==> src/hdl/idpd_pkg.sv <==
// ----------------------------------------------------------------------------
// idpd_pkg
// shared types and constants of the int8 dot product dequantizer core
// ----------------------------------------------------------------------------
`timescale 1ns / 1ps
`default_nettype none

package idpd_pkg;

	// field and datapath widths
	localparam int APB_ADDR_W = 5;
	localparam int ACC_W      = 40;
	localparam int RES_W      = 48;
	localparam int PROD_W     = 104;

	// iteration counts of the divider and the multiplier
	localparam int DIV_STEPS = 64;
	localparam int MUL_STEPS = 4;
	localparam int CNT_W     = $clog2(DIV_STEPS);

	// register indexes
	localparam logic [2:0] REG_CHAN_MODE   = 3'd0;
	localparam logic [2:0] REG_ZP_PRESENT  = 3'd1;
	localparam logic [2:0] REG_BIAS_EN     = 3'd2;
	localparam logic [2:0] REG_ACT_ZP      = 3'd3;
	localparam logic [2:0] REG_WT_ZP       = 3'd4;
	localparam logic [2:0] REG_ACT_SCALE   = 3'd5;
	localparam logic [2:0] REG_WT_SCALE    = 3'd6;
	localparam logic [2:0] REG_OUT_SCALE   = 3'd7;

	// fixed point constants
	localparam logic [31:0]      ONE_Q24  = 32'h0100_0000;
	localparam logic [ACC_W-1:0] ACC_MAX  = {1'b0, {(ACC_W-1){1'b1}}};
	localparam logic [ACC_W-1:0] ACC_MIN  = {1'b1, {(ACC_W-1){1'b0}}};
	localparam logic [RES_W-1:0] RES_MAX  = {1'b0, {(RES_W-1){1'b1}}};
	localparam logic [RES_W-1:0] RES_MIN  = {1'b1, {(RES_W-1){1'b0}}};
	localparam logic [7:0]       ROUND_HALF = 8'h80;

	// configuration register file contents
	typedef struct packed {
		logic        chan_mode;
		logic        zp_present;
		logic        bias_en;
		logic [7:0]  act_zp;
		logic [7:0]  wt_zp;
		logic [31:0] act_scale;
		logic [31:0] wt_scale;
		logic [31:0] out_scale;
	} cfg_t;

	// controller to datapath commands
	typedef struct packed {
		logic acc_en;
		logic start;
		logic div_step;
		logic mul_step;
		logic rnd;
		logic out_load;
	} ctrl_cmd_t;

	// controller states
	typedef enum logic [5:0] {
		ST_IDLE = 6'b000001,
		ST_PROD = 6'b000010,
		ST_DIV  = 6'b000100,
		ST_MUL  = 6'b001000,
		ST_RND  = 6'b010000,
		ST_BIAS = 6'b100000
	} state_t;

endpackage

`default_nettype wire

==> src/hdl/idpd_regs.sv <==
// ----------------------------------------------------------------------------
// idpd_regs
// apb configuration register file, one register per 32-bit word
// ----------------------------------------------------------------------------
`timescale 1ns / 1ps
`default_nettype none

module idpd_regs (
	input  logic                             clk,
	input  logic                             arst_n,
	input  logic                             psel,
	input  logic                             penable,
	input  logic                             pwrite,
	input  logic [idpd_pkg::APB_ADDR_W-1:0]  paddr,
	input  logic [31:0]                      pwdata,
	output logic [31:0]                      prdata,
	output logic                             pready,
	output idpd_pkg::cfg_t                   cfg
);
	import idpd_pkg::*;

	cfg_t       cfg_q;
	logic       wr_en;
	logic [2:0] idx;

	assign pready = 1'b1;
	assign wr_en  = psel & penable & pwrite;
	assign idx    = paddr[APB_ADDR_W-1:2];
	assign cfg    = cfg_q;

	// register writes on the access phase
	always_ff @(posedge clk or negedge arst_n) begin
		if (!arst_n) begin
			cfg_q.chan_mode   <= 1'b0;
			cfg_q.zp_present  <= 1'b0;
			cfg_q.bias_en     <= 1'b0;
			cfg_q.act_zp      <= 8'd0;
			cfg_q.wt_zp       <= 8'd0;
			cfg_q.act_scale   <= ONE_Q24;
			cfg_q.wt_scale    <= ONE_Q24;
			cfg_q.out_scale   <= ONE_Q24;
		end else if (wr_en) begin
			unique case (idx)
				REG_CHAN_MODE:   cfg_q.chan_mode   <= pwdata[0];
				REG_ZP_PRESENT:  cfg_q.zp_present  <= pwdata[0];
				REG_BIAS_EN:     cfg_q.bias_en     <= pwdata[0];
				REG_ACT_ZP:      cfg_q.act_zp      <= pwdata[7:0];
				REG_WT_ZP:       cfg_q.wt_zp       <= pwdata[7:0];
				REG_ACT_SCALE:   cfg_q.act_scale   <= pwdata;
				REG_WT_SCALE:    cfg_q.wt_scale    <= pwdata;
				REG_OUT_SCALE:   cfg_q.out_scale   <= pwdata;
				default:         cfg_q.chan_mode   <= cfg_q.chan_mode;
			endcase
		end
	end

	// read mux
	always_comb begin
		unique case (idx)
			REG_CHAN_MODE:   prdata = {31'd0, cfg_q.chan_mode};
			REG_ZP_PRESENT:  prdata = {31'd0, cfg_q.zp_present};
			REG_BIAS_EN:     prdata = {31'd0, cfg_q.bias_en};
			REG_ACT_ZP:      prdata = {24'd0, cfg_q.act_zp};
			REG_WT_ZP:       prdata = {24'd0, cfg_q.wt_zp};
			REG_ACT_SCALE:   prdata = cfg_q.act_scale;
			REG_WT_SCALE:    prdata = cfg_q.wt_scale;
			REG_OUT_SCALE:   prdata = cfg_q.out_scale;
			default:         prdata = 32'd0;
		endcase
	end

endmodule

`default_nettype wire

==> config.mk <==
export PLATFORM = sky130hd
export DESIGN_NAME = idpd_regs
export DESIGN_NICKNAME = d
export VERILOG_FILES = /design/src/hdl/idpd_pkg.sv /design/src/hdl/idpd_regs.sv
export SDC_FILE = /design/constraint.sdc
export NUM_CORES = 1
export LEC_CHECK = 0
export ABC_AREA = 1
export BUFFER_PORTS_ARGS = -buffer_cell sky130_fd_sc_hd__clkbuf_2
export CAP_MARGIN = 10
export CORE_MARGIN = 1
export CORE_UTILIZATION = 54
export DETAILED_ROUTE_END_ITERATION = 8
export PLACE_DENSITY = 0.87
export SETUP_SLACK_MARGIN = 0.5
export SYNTH_ARGS = -nofsm -noshare
export SYNTH_HDL_FRONTEND = slang
export SYNTH_SLANG_ARGS = --single-unit
==> constraint.sdc <==
create_clock -name clk -period 2.44 [get_ports clk]
set_input_delay 0.488 -clock clk [delete_from_list [all_inputs] [get_ports clk]]
set_output_delay 0.488 -clock clk [all_outputs]
set_load 0.05 [all_outputs]
==> flow_metrics.py <==
metrics = {
    "timing": {
        "worst-slew-pin-transition_ns": 0.720,
        "whs_ns": 0.199,
        "setup_viol": 0,
        "fmax_mhz": 503,
        "rsz0062_at_grt": "yes",
        "tns_ns": 0,
        "layout_min_cycle_time_ns": 1.99,
        "relSlewSlack": 0.520,
        "period_share": 0.816,
        "final-max-slew-violation-count": 0,
        "fin_worst_skew_ns": 0,
        "final_hold_viol_count": 0,
    },
    "pwr": {
        "p_leak_nw": 3.86,
        "powerDensity_nw_per_um2": 1080,
        "peakVddDrop_mv": 0.568,
    },
    "detailed_routing": {
        "drt-pass1-iter-count": 6,
        "wl_microns": 17000,
        "wl_per_cell_microns": 17.5,
        "drc": 0,
        "drt-initial-drc-count": 330,
        "vias": 5413,
        "vias_per_cell": 5.59,
        "final_antenna_net_count": 0,
    },
    "worst_setup_path": {
        "worstPathRequired_ns": 1.95,
        "path_class": "reg2out",
        "r2r_cells": 2,
        "reg2reg_from": "cfg[66]",
        "start_kind": "flip-flop",
        "r2r_slack_ns": 1.36,
        "endpoint_kind": "primary output",
        "r2r_end": "cfg[66]",
        "arrival_ns": 1.50,
        "crit_fanout": 2,
    },
    "synth": {
        "yosysSeqAreaShare": 0.540,
        "synth_seq_cells": 115,
        "synth_top_area_cell": "dfrtp_1",
        "synth_nets": 655,
        "postSynthCellCount": 613,
        "ys_types": 26,
        "synth_warnings": 0,
        "yosys.area.top_type_share": 0.525,
        "avgSynthCellArea_sq_um": 8.71,
        "syn_area_sq_um": 5340,
        "yosys-top-cells-area": "dfrtp_1, nand2_1, o21ai_0",
    },
    "placed_design": {
        "io_buffers": 186,
        "hpwl_microns": 10100,
        "place_congestion": 0.870,
    },
    "outcome": {
        "status": "completed",
    },
    "layout": {
        "fin_nets": 868,
        "fin_util": 0.804,
        "antennaDiodeCount": 0,
        "fillers": 584,
        "largest_register_ffs": 115,
        "areaGrowthSynthToFinish_pct": 41.7,
        "drive_gt1_frac": 0.381,
    },
    "clock_network": {
        "clk_path_buf_depth": 2,
        "cts.reportedPaths.clkPinSlew_ns": 0.06,
        "clock_latency_ns": 0.50,
        "root_buffer": "clkbuf_8",
        "htree_levels": 4,
        "cts_buffers": 17,
        "cts.sinks": 115,
        "tritoncts": "done",
    },
    "global_route": {
        "grt_antenna_before_repair": 0,
        "grt_max_degree": 104,
        "grtUsageTotal": 0.318,
        "grt_pass1_vias": 5198,
        "grt_pass1_wl_microns": 24700,
        "grt-ovfl-total": 0,
    },
    "die": {
        "initial_core_util": 0.567,
        "die_y_microns": 101,
        "fp.dieW_microns": 101,
        "ios": 190,
        "num_rows": 35,
        "core_area_sq_um": 9420,
        "die_area_sq_um": 10300,
    },
    "min_path": {
        "holdCritStartpoint": "pwdata[24]",
        "hold_end": "cfg[56]",
        "whs_path_depth": 3,
        "hold_class": "in2reg",
    },
    "flow_run": {
        "maxCapViolCount": 0,
    },
}
## cell families (layout without fill, tap and decap cells)
logic type,after synthesis,count (layout),synth area share
DFF,115,115,0.540
buffers and inverters,119,345,0.104
other,1,1,0.000702
AOI/OAI and AO/OA,151,151,0.175
and+or+nand+nor,227,227,0.181
## final cells by class
| class | instances | area, sq um | area share |
|---|---|---|---|
| Clock inverter | 13 | 113 | 0.0149 |
| Tap cell | 129 | 161 | 0.0213 |
| Inverter | 85 | 352 | 0.0465 |
| Multi-Input combinational cell | 379 | 1980 | 0.262 |
| Timing Repair Buffer | 228 | 1650 | 0.219 |
| Sequential cell | 115 | 2880 | 0.381 |
| Clock buffer | 19 | 422 | 0.0557 |
## critical path, cell delays in order, from the launching register on
cell     delay (ns)
dfrtp_1        0.41
nand4_1        0.12
o21ai_1        0.09
nor2_1         0.16
nand2_2        0.08
buf_8          0.15
## through the flow
stage,instance area (sq um),worst slack [ns],power [mW],std cells
2_1_floorplan,5380,0.263,4.91,613
3_3_place_gp,6360,0.175,5.59,907
3_5_place_dp,6360,0.0930,5.67,907
4_1_cts,7360,0.467,8.06,952
5_1_grt,7570,0.377,8.49,968
6_report,7570,0.450,8.18,968
## Yosys cell counts
cell / n
nor2_1: 55
a22oi_1: 5
or2_1: 1
nand2_2: 2
o21ai_1: 4
a21oi_2: 20
buf_4: 5
conb_1: 1
nor3_1: 4
nor2_8: 1
nand2_1: 144
o211ai_1: 24
dfrtp_1: 112
dfstp_2: 3
o21ai_0: 76
nand4_1: 10
nand3_4: 3
a21oi_1: 14
o21ai_2: 8
nand3_1: 5
nor2_4: 2
buf_2: 10
clkbuf_1: 9
inv_1: 82
buf_6: 10
inv_2: 3
## timing repair
| item | in CTS | in global routing |
|---|---|---|
| endpoints found under the setup margin | 32 | 32 |
| buffers inserted | 11 | 14 |
| cloned | 1 | 2 |
| pin swaps | 10 | 14 |
| gates resized for setup | 89 | 33 |
| hold buffers | 1 | 0 |
| hold endpoints to repair | 12 | 0 |
## placed cells by master (no fill, tap or decap), types with 8 or more instances in the layout
cell	n
a21oi_1	14
a21oi_2	20
buf_4	43
buf_8	10
clkbuf_16	20
clkbuf_2	150
clkbuf_8	11
dfrtp_1	112
inv_1	76
nand2_1	141
nand4_1	10
nor2_1	52
o211ai_1	24
o21ai_0	70
o21ai_1	10
o21ai_2	8
## metal layers
| metal | vias up | track usage | part of all wire |
|---|---|---|---|
| met5 | - | 0 | 0 |
| li1 | 2391 | - | - |
| met4 | 0 | 0.184 | 0.038 |
| met2 | 357 | 0.527 | 0.49 |
| met3 | 63 | 0.0807 | 0.097 |
| met1 | 2602 | 0.377 | 0.37 |
## how the worst max path moves through the flow
stage / startpoint / to / depth (start not counted) / slack, ns
floorplan: paddr[4] / prdata[10] / 4 / 0.26
global placement: paddr[4] / prdata[4] / 7 / 0.17
detailed placement: paddr[4] / prdata[11] / 7 / 0.09
CTS: cfg[88] / prdata[24] / 3 / 0.47
global route: cfg[106] / prdata[2] / 5 / 0.38
finish: cfg[106] / prdata[2] / 5 / 0.45
## power breakdown
part	internal [mW]	switching, mW
sequential	2.34	0.351
combinational	0.786	2.49
clock	1.34	0.871
total	4.46	3.71
(Power assumes the default switching activity.)
