==> src/hdl/idpd_pkg.sv <==
// ----------------------------------------------------------------------------
// idpd_pkg
// shared types and constants of the int8 dot product dequantizer core
// ----------------------------------------------------------------------------
`timescale 1ns / 1ps
`default_nettype none

package idpd_pkg;

	// field and datapath widths
	localparam int APB_ADDR_W = 5;
	localparam int ACC_W      = 40;
	localparam int RES_W      = 48;
	localparam int PROD_W     = 104;

	// iteration counts of the divider and the multiplier
	localparam int DIV_STEPS = 64;
	localparam int MUL_STEPS = 4;
	localparam int CNT_W     = $clog2(DIV_STEPS);

	// register indexes
	localparam logic [2:0] REG_CHAN_MODE   = 3'd0;
	localparam logic [2:0] REG_ZP_PRESENT  = 3'd1;
	localparam logic [2:0] REG_BIAS_EN     = 3'd2;
	localparam logic [2:0] REG_ACT_ZP      = 3'd3;
	localparam logic [2:0] REG_WT_ZP       = 3'd4;
	localparam logic [2:0] REG_ACT_SCALE   = 3'd5;
	localparam logic [2:0] REG_WT_SCALE    = 3'd6;
	localparam logic [2:0] REG_OUT_SCALE   = 3'd7;

	// fixed point constants
	localparam logic [31:0]      ONE_Q24  = 32'h0100_0000;
	localparam logic [ACC_W-1:0] ACC_MAX  = {1'b0, {(ACC_W-1){1'b1}}};
	localparam logic [ACC_W-1:0] ACC_MIN  = {1'b1, {(ACC_W-1){1'b0}}};
	localparam logic [RES_W-1:0] RES_MAX  = {1'b0, {(RES_W-1){1'b1}}};
	localparam logic [RES_W-1:0] RES_MIN  = {1'b1, {(RES_W-1){1'b0}}};
	localparam logic [7:0]       ROUND_HALF = 8'h80;

	// configuration register file contents
	typedef struct packed {
		logic        chan_mode;
		logic        zp_present;
		logic        bias_en;
		logic [7:0]  act_zp;
		logic [7:0]  wt_zp;
		logic [31:0] act_scale;
		logic [31:0] wt_scale;
		logic [31:0] out_scale;
	} cfg_t;

	// controller to datapath commands
	typedef struct packed {
		logic acc_en;
		logic start;
		logic div_step;
		logic mul_step;
		logic rnd;
		logic out_load;
	} ctrl_cmd_t;

	// controller states
	typedef enum logic [5:0] {
		ST_IDLE = 6'b000001,
		ST_PROD = 6'b000010,
		ST_DIV  = 6'b000100,
		ST_MUL  = 6'b001000,
		ST_RND  = 6'b010000,
		ST_BIAS = 6'b100000
	} state_t;

endpackage

`default_nettype wire

==> src/hdl/idpd_ctrl.sv <==
// ----------------------------------------------------------------------------
// idpd_ctrl
// sequencer: accumulate, scale product, divide, multiply, round, bias
// ----------------------------------------------------------------------------
`timescale 1ns / 1ps
`default_nettype none

module idpd_ctrl (
	input  logic                  clk,
	input  logic                  arst_n,
	input  logic                  in_valid,
	output logic                  in_ready,
	input  logic                  last,
	output logic                  out_valid,
	input  logic                  out_ready,
	output idpd_pkg::ctrl_cmd_t   cmd
);
	import idpd_pkg::*;

	localparam logic [CNT_W-1:0] DIV_LAST = CNT_W'(DIV_STEPS - 1);
	localparam logic [CNT_W-1:0] MUL_LAST = CNT_W'(MUL_STEPS - 1);

	state_t           state_q;
	state_t           state_nxt;
	logic [CNT_W-1:0] cnt_q;
	logic             out_valid_q;
	logic             out_free;

	assign in_ready  = (state_q == ST_IDLE);
	assign out_valid = out_valid_q;
	assign out_free  = !out_valid_q || out_ready;

	// commands and next state
	always_comb begin
		cmd       = '0;
		state_nxt = state_q;
		unique case (state_q)
			ST_IDLE: begin
				cmd.acc_en = in_valid;
				if (in_valid && last) begin
					state_nxt = ST_PROD;
				end
			end
			ST_PROD: begin
				cmd.start = 1'b1;
				state_nxt = ST_DIV;
			end
			ST_DIV: begin
				cmd.div_step = 1'b1;
				if (cnt_q == DIV_LAST) begin
					state_nxt = ST_MUL;
				end
			end
			ST_MUL: begin
				cmd.mul_step = 1'b1;
				if (cnt_q == MUL_LAST) begin
					state_nxt = ST_RND;
				end
			end
			ST_RND: begin
				cmd.rnd   = 1'b1;
				state_nxt = ST_BIAS;
			end
			ST_BIAS: begin
				if (out_free) begin
					cmd.out_load = 1'b1;
					state_nxt    = ST_IDLE;
				end
			end
			default: begin
				state_nxt = ST_IDLE;
			end
		endcase
	end

	// state, step counter and output valid
	always_ff @(posedge clk or negedge arst_n) begin
		if (!arst_n) begin
			state_q     <= ST_IDLE;
			cnt_q       <= '0;
			out_valid_q <= 1'b0;
		end else begin
			state_q <= state_nxt;
			if (state_q != state_nxt) begin
				cnt_q <= '0;
			end else if (cmd.div_step || cmd.mul_step) begin
				cnt_q <= cnt_q + 1'b1;
			end
			if (cmd.out_load) begin
				out_valid_q <= 1'b1;
			end else if (out_ready) begin
				out_valid_q <= 1'b0;
			end
		end
	end

endmodule

`default_nettype wire

==> config.mk <==
export PLATFORM = sky130hd
export DESIGN_NAME = idpd_ctrl
export DESIGN_NICKNAME = d
export VERILOG_FILES = /design/src/hdl/idpd_pkg.sv /design/src/hdl/idpd_ctrl.sv
export SDC_FILE = /design/constraint.sdc
export NUM_CORES = 1
export LEC_CHECK = 0
export ABC_AREA = 1
export ABC_CLOCK_PERIOD_IN_PS = 1800
export BUFFER_PORTS_ARGS = -buffer_cell sky130_fd_sc_hd__buf_2
export CORE_UTILIZATION = 50
export CTS_CLUSTER_DIAMETER = 60
export DETAILED_ROUTE_END_ITERATION = 8
export GPL_ROUTABILITY_DRIVEN = 0
export GPL_TIMING_DRIVEN = 1
export PLACE_DENSITY = 0.74
export RECOVER_POWER = 25
export SYNTH_ARGS = -nofsm -noshare
export SYNTH_HDL_FRONTEND = slang
export SYNTH_SLANG_ARGS = --single-unit
export TNS_END_PERCENT = 50
==> constraint.sdc <==
create_clock -name clk -period 1.8 [get_ports clk]
set_input_delay 0.09 -clock clk [delete_from_list [all_inputs] [get_ports clk]]
set_output_delay 0.09 -clock clk [all_outputs]
set_load 0.01 [all_outputs]
==> results.py, run 1 <==
metrics = {
    "run_status": {
        "status": "completed",
    },
    "min_path": {
        "hold_start": "last",
        "hold_end": "state_q[1]",
        "min_path_cells": 3,
        "min_path_type": "input pin to register",
    },
    "critical_path": {
        "r2r-end": "cnt_q[0]",
        "worstPathRequired_ns": 1.71,
        "crit_path_end_kind": "primary output",
        "cp.arrival_ns": 1.55,
        "crit_path_start_kind": "register",
        "reg2reg_depth": 10,
        "r2r_start": "state_q[0]",
        "path_class": "register to primary output",
        "rrSetupSlack_ns": 0.21,
        "worst-path-max-fanout": 4,
    },
    "layout": {
        "drive_above_1_share_pct": 24.1,
        "final_common_cell": "nand2_1",
        "num_antenna_cells": 0,
        "fillers": 138,
        "final_nets": 140,
        "layout_common_cells": "nand2_1 (27), nor2_1 (21), inv_1 (16)",
        "area_growth_pct": 13.7,
    },
    "cts": {
        "postCtsResizedCells": 0,
        "cts_root_buf": "clkbuf_4",
        "cts.clk_slew.worst_paths_ns": 0.09,
        "cts.sinks": 13,
        "clock_latency_ns": 0.28,
        "cts_tree": "done",
        "htreeDepth": 1,
        "cts_buffer_depth": 2,
        "cts_buffers": 3,
    },
    "die": {
        "core_um2": 1540,
        "fp-row-count": 14,
        "die_y_um": 43.2,
        "start_util_pct": 55.0,
        "dieArea_um2": 1860,
        "ios": 13,
        "die_w_um": 43.2,
    },
    "synthesis": {
        "synth.area.mux_share_pct": 0,
        "seq_area_frac_synth_pct": 38.6,
        "synth_top_family_by_area": "simple AND/OR/NAND/NOR gates",
        "syn_inst": 116,
        "yosys.area_share.simple_pct": 39.7,
        "synth_compound_area_share_pct": 6.20,
        "synth_fa_ha_area_share_pct": 1.48,
        "synth.distinct_cells": 23,
        "syn_nets": 122,
        "ys_warn_count": 0,
        "synth_xor_xnor_area_share_pct": 5.17,
        "avgSynthCellArea_um2": 7.30,
        "netlist_area_um2": 847,
        "ys_seq_elements": 13,
    },
    "sta": {
        "period_minus_slack_ns": 1.64,
        "skew_ns": 0.00837,
        "finalSetupViolations": 0,
        "tightest_slew_ns": 0.685,
        "fmax_mhz": 611,
        "fin_tns_setup_ns": 0,
        "rsz0062_at_grt": "false",
        "max_slew_margin_pct": 54.3,
        "drv_slew": 0,
        "finalHoldViolCount": 0,
        "finalCritPeriodShare_pct": 91.0,
    },
    "power_and_ir_drop": {
        "leakagePower_nw": 0.543,
        "irDropWorstVdd_v": 0.000568,
        "p_per_area_nw_per_um2": 939,
        "power_mw": 0.905,
    },
    "global_routing": {
        "grt_use_met2_pct": 35.8,
        "met3_usage_pct": 3.83,
        "met1_usage_pct": 27.0,
        "grt_pass1_wl_um": 2950,
        "grt_busiest_layer": "met2",
        "grt_pass1_vias": 723,
        "overflow": 0,
        "grt_antenna_before_repair": 0,
        "track_usage_pct": 21.8,
        "grt_max_degree": 14,
    },
    "detailed_routing": {
        "first_pass_iters": 4,
        "drtAntennaViolNets": 0,
        "vias": 749,
        "via_per_inst": 5.03,
        "drc": 0,
        "detail_route.iter0.violations": 7,
        "routed_wl_um": 1650,
        "wl_per_cell_um": 11.1,
    },
    "run": {
        "maxCapViolations": 0,
    },
    "place": {
        "port_buffers": 12,
        "hpwlAfterDp_um": 1340,
    },
}
[synth_stat cells]
library cell / instances / share of area, %
nand2_1: 27 / 12
nor2_1: 21 / 9.3
o21ai_4: 1 / 1.9
nand2_4: 1 / 1.3
nand3_1: 10 / 5.9
inv_2: 3 / 1.3
o21ai_1: 1 / 0.59
nor3_1: 1 / 0.59
nor2_4: 2 / 2.7
dfstp_2: 1 / 3.1
o21ai_0: 2 / 1.2
nand3_2: 3 / 3.5
clkinv_1: 1 / 0.44
dfrtp_1: 12 / 35
inv_1: 16 / 7.1
nor2_2: 3 / 2.2
nand2_2: 2 / 1.5
a22oi_2: 1 / 1.5
xor2_1: 4 / 4.1
and2_1: 1 / 0.74
ha_1: 1 / 1.5
xnor2_1: 1 / 1.0
o41ai_1: 1 / 1.0
[what timing repair did]
item / 4_1_cts / 5_1_grt
hold buffers: 1 / 0
endpoints found under the hold margin: 13 / 0
buffers inserted: 0 / 0
[critical path: stages (launching register included)]
cell	delay, ns
dfstp_2	0.57
inv_1	0.07
nor2_1	0.16
nand2_1	0.07
nor2_1	0.14
and2_1	0.14
buf_2	0.12
[cells by family (layout without fill, tap and decap cells)]
family,after synthesis,in the layout
AOI/OAI and AO/OA,6,6
adders and majority gates,1,1
xor gates and xnor gates,5,5
and+or+nand+nor,71,71
buffers and inverters,20,37
DFF,13,13
[final cells by class]
| class | instances | area [um^2] | share of cell area [%] |
|---|---|---|---|
| multi-input combinational | 83 | 445 | 46.2 |
| sequential | 13 | 327 | 33.9 |
| inverter | 20 | 75.1 | 7.79 |
| timing repair buffer | 13 | 68.8 | 7.14 |
| clock buffer | 3 | 22.5 | 2.34 |
| tap | 16 | 20.0 | 2.08 |
| clock inverter | 1 | 5.00 | 0.519 |
[how the worst max path moves through the flow]
stage | depth (start not counted) | to | startpoint
after floorplan | 9 | cnt_q[5] | state_q[0]
final | 6 | cmd[5] | state_q[0]
after global placement | 9 | cnt_q[5] | state_q[0]
after detailed placement | 9 | cnt_q[0] | state_q[0]
after CTS | 6 | cmd[5] | state_q[0]
after global routing | 6 | cmd[5] | state_q[0]
[metal layers]
layer / routed length [um] / up-vias
li1: - / 390
met3: 60 / 5
met5: 0 / -
met4: 38 / 0
met1: 728 / 336
met2: 820 / 18
[flip-flops by register name (all words and copies together), names as in the netlist]
| signal | count |
|---|---|
| cnt_q | 6 |
| out_valid | 1 |
| state_q | 6 |
[where the power goes]
part	switching (mW)	leakage (nW)	internal, mW	total [mW]
Sequential	0.0283	0.177	0.321	0.349
Clock	0.103	0.0177	0.0824	0.185
Combinational	0.246	0.347	0.125	0.371
[through the flow]
stage / std cells / setup slack [ns] / util [%] / cell area (um^2) / hold WS [ns]
3_5_place_dp: 144 / 0.227 / 60.1 / 927 / -0.00754
5_1_grt: 149 / 0.0557 / 62.5 / 963 / 0.102
4_1_cts: 149 / 0.153 / 62.6 / 965 / 0.0872
2_1_floorplan: 116 / 0.256 / - / 847 / -0.206
3_3_place_gp: 144 / 0.238 / 60.1 / 927 / -0.00804
6_report: 149 / 0.163 / 62.5 / 963 / 0.0834
Power figures use the tool's default switching activity.
==> run 2, diff against run 1 <==
CORE_UTILIZATION = 54   (was 50)
PLACE_DENSITY = 0.78   (was 0.74)
==> results.py, run 2 (same netlist as run 1, synthesis figures left out) <==
metrics = {
    "cts": {
        "cts.sinks": 13,
        "cts_tree": "done",
        "cts_buffer_depth": 2,
        "cts_root_buf": "clkbuf_4",
        "cts.clk_slew.worst_paths_ns": 0.08,
        "clock_latency_ns": 0.28,
        "postCtsSetupRepairBufs": 0,
        "htreeDepth": 1,
        "cts_buffers": 3,
    },
    "critical_path": {
        "rrSetupSlack_ns": 0.18,
        "crit_path_start_kind": "register",
        "crit_path_end_kind": "primary output",
        "worst-path-max-fanout": 4,
        "slowest_delay_ns": 0.57,
        "crit_chain": "inv_1 -> nor2_2 -> nand2_1 -> nor2_1 -> and2_1 -> buf_2",
        "critPathBufInv": 2,
        "critPathTopFamily": "flip-flops",
        "cp.arrival_ns": 1.54,
        "path_class": "register to primary output",
        "worstPathRequired_ns": 1.71,
        "critPathSlowestCell": "dfstp_2",
    },
    "detailed_routing": {
        "first_pass_iters": 4,
        "vias": 756,
        "wl_per_cell_um": 11.5,
        "drtAntennaViolNets": 0,
        "via_per_inst": 5.11,
        "routed_wl_um": 1710,
        "drc": 0,
        "detail_route.iter0.violations": 34,
    },
    "layout": {
        "area_growth_pct": 13.9,
        "final_core_util_pct": 69.8,
        "layout_common_cells": "nand2_1 (27), nor2_1 (20), inv_1 (16)",
        "fin_cells": 148,
        "drive_above_1_share_pct": 24.8,
        "final_nets": 140,
        "final_common_cell": "nand2_1",
        "num_antenna_cells": 0,
        "fillers": 123,
    },
    "sta": {
        "finalHoldViolCount": 0,
        "fin_tns_setup_ns": 0,
        "tightest_slew_ns": 0.701,
        "layout_setup_ws_ns": 0.174,
        "fmax_mhz": 615,
        "rsz0062_at_grt": "false",
        "finalSetupViolations": 0,
        "skew_ns": 0.00317,
        "finalCritPeriodShare_pct": 90.3,
        "drv_slew": 0,
        "max_slew_margin_pct": 53.3,
        "period_minus_slack_ns": 1.63,
    },
    "power_and_ir_drop": {
        "leakagePower_nw": 0.543,
        "power_mw": 0.921,
        "p_per_area_nw_per_um2": 954,
        "irDropWorstVdd_v": 0.000575,
    },
    "place": {
        "placed_cells": 143,
        "place_ws_ns": 0.190,
        "hpwlAfterDp_um": 1320,
        "port_buffers": 12,
    },
    "die": {
        "core_um2": 1380,
        "fp-row-count": 13,
        "ios": 13,
        "dieArea_um2": 1730,
        "die_w_um": 41.6,
        "die_y_um": 41.6,
        "start_util_pct": 61.3,
    },
    "run": {
        "maxCapViolations": 0,
    },
    "global_routing": {
        "overflow": 0,
        "grt_antenna_before_repair": 0,
        "grt_max_degree": 14,
        "track_usage_pct": 21.0,
        "grt_pass1_vias": 688,
        "grt_pass1_wl_um": 2790,
    },
    "min_path": {
        "min_path_type": "input pin to register",
    },
    "run_status": {
        "status": "completed",
    },
}
[run 2: cell counts in the layout (fill, tap and decap cells not counted)]
No cell type changed its count.
[run 2: what timing repair did]
| item | 4_1_cts | 5_1_grt |
|---|---|---|
| endpoints found under the hold margin | 13 | 0 |
| hold buffers | 1 | 0 |
| endpoints found under the setup margin | 0 | 1 |
| gates resized for setup | 0 | 1 |
[run 2: per-stage QoR]
stage          hold slack (ns)  instance area [um^2]
2_1_floorplan           -0.206                   847
3_3_place_gp          -0.00756                   926
3_5_place_dp          -0.00902                   926
4_1_cts                  0.105                   963
5_1_grt                  0.118                   965
6_report                0.0998                   965
[run 2: power by group]
group	internal, mW	switching [mW]
Combinational	0.127	0.256
Sequential	0.321	0.0297
Clock	0.0826	0.105
Total	0.530	0.391
[run 2: layer usage]
| metal | track usage, % | part of all wire (%) | vias to the layer above |
|---|---|---|---|
| li1 | - | - | 390 |
| met3 | 4.35 | 4.3 | 2 |
| met1 | 27.3 | 48 | 339 |
| met4 | 11.0 | 0.70 | 0 |
| met5 | 0 | 0 | - |
| met2 | 32.5 | 47 | 25 |
[run 2: final timing paths]
kind                                    to       start  cells past startpoint
max in group asynchronous        out_valid      arst_n                      2
worst min register to register  state_q[3]  state_q[3]                      1
worst min-delay path             out_valid   out_ready                      4
worst max register to register    cnt_q[0]  state_q[0]                     10
min in group asynchronous         cnt_q[5]      arst_n                      2
worst max-delay path                cmd[5]  state_q[0]                      6
[run 2: layout make-up]
type / instances / area [um^2] / share of cell area, %
tap: 15 / 18.8 / 1.95
timing repair buffer: 13 / 68.8 / 7.13
sequential: 13 / 327 / 33.9
multi-input combinational: 83 / 448 / 46.4
clock inverter: 1 / 5.00 / 0.519
inverter: 20 / 75.1 / 7.78
clock buffer: 3 / 22.5 / 2.33
[run 2: worst min-delay path, cell delays in order]
cell and delay [ns]:
buf_2 0.07, nor2_1 0.04, inv_1 0.08, nand2_1 0.06
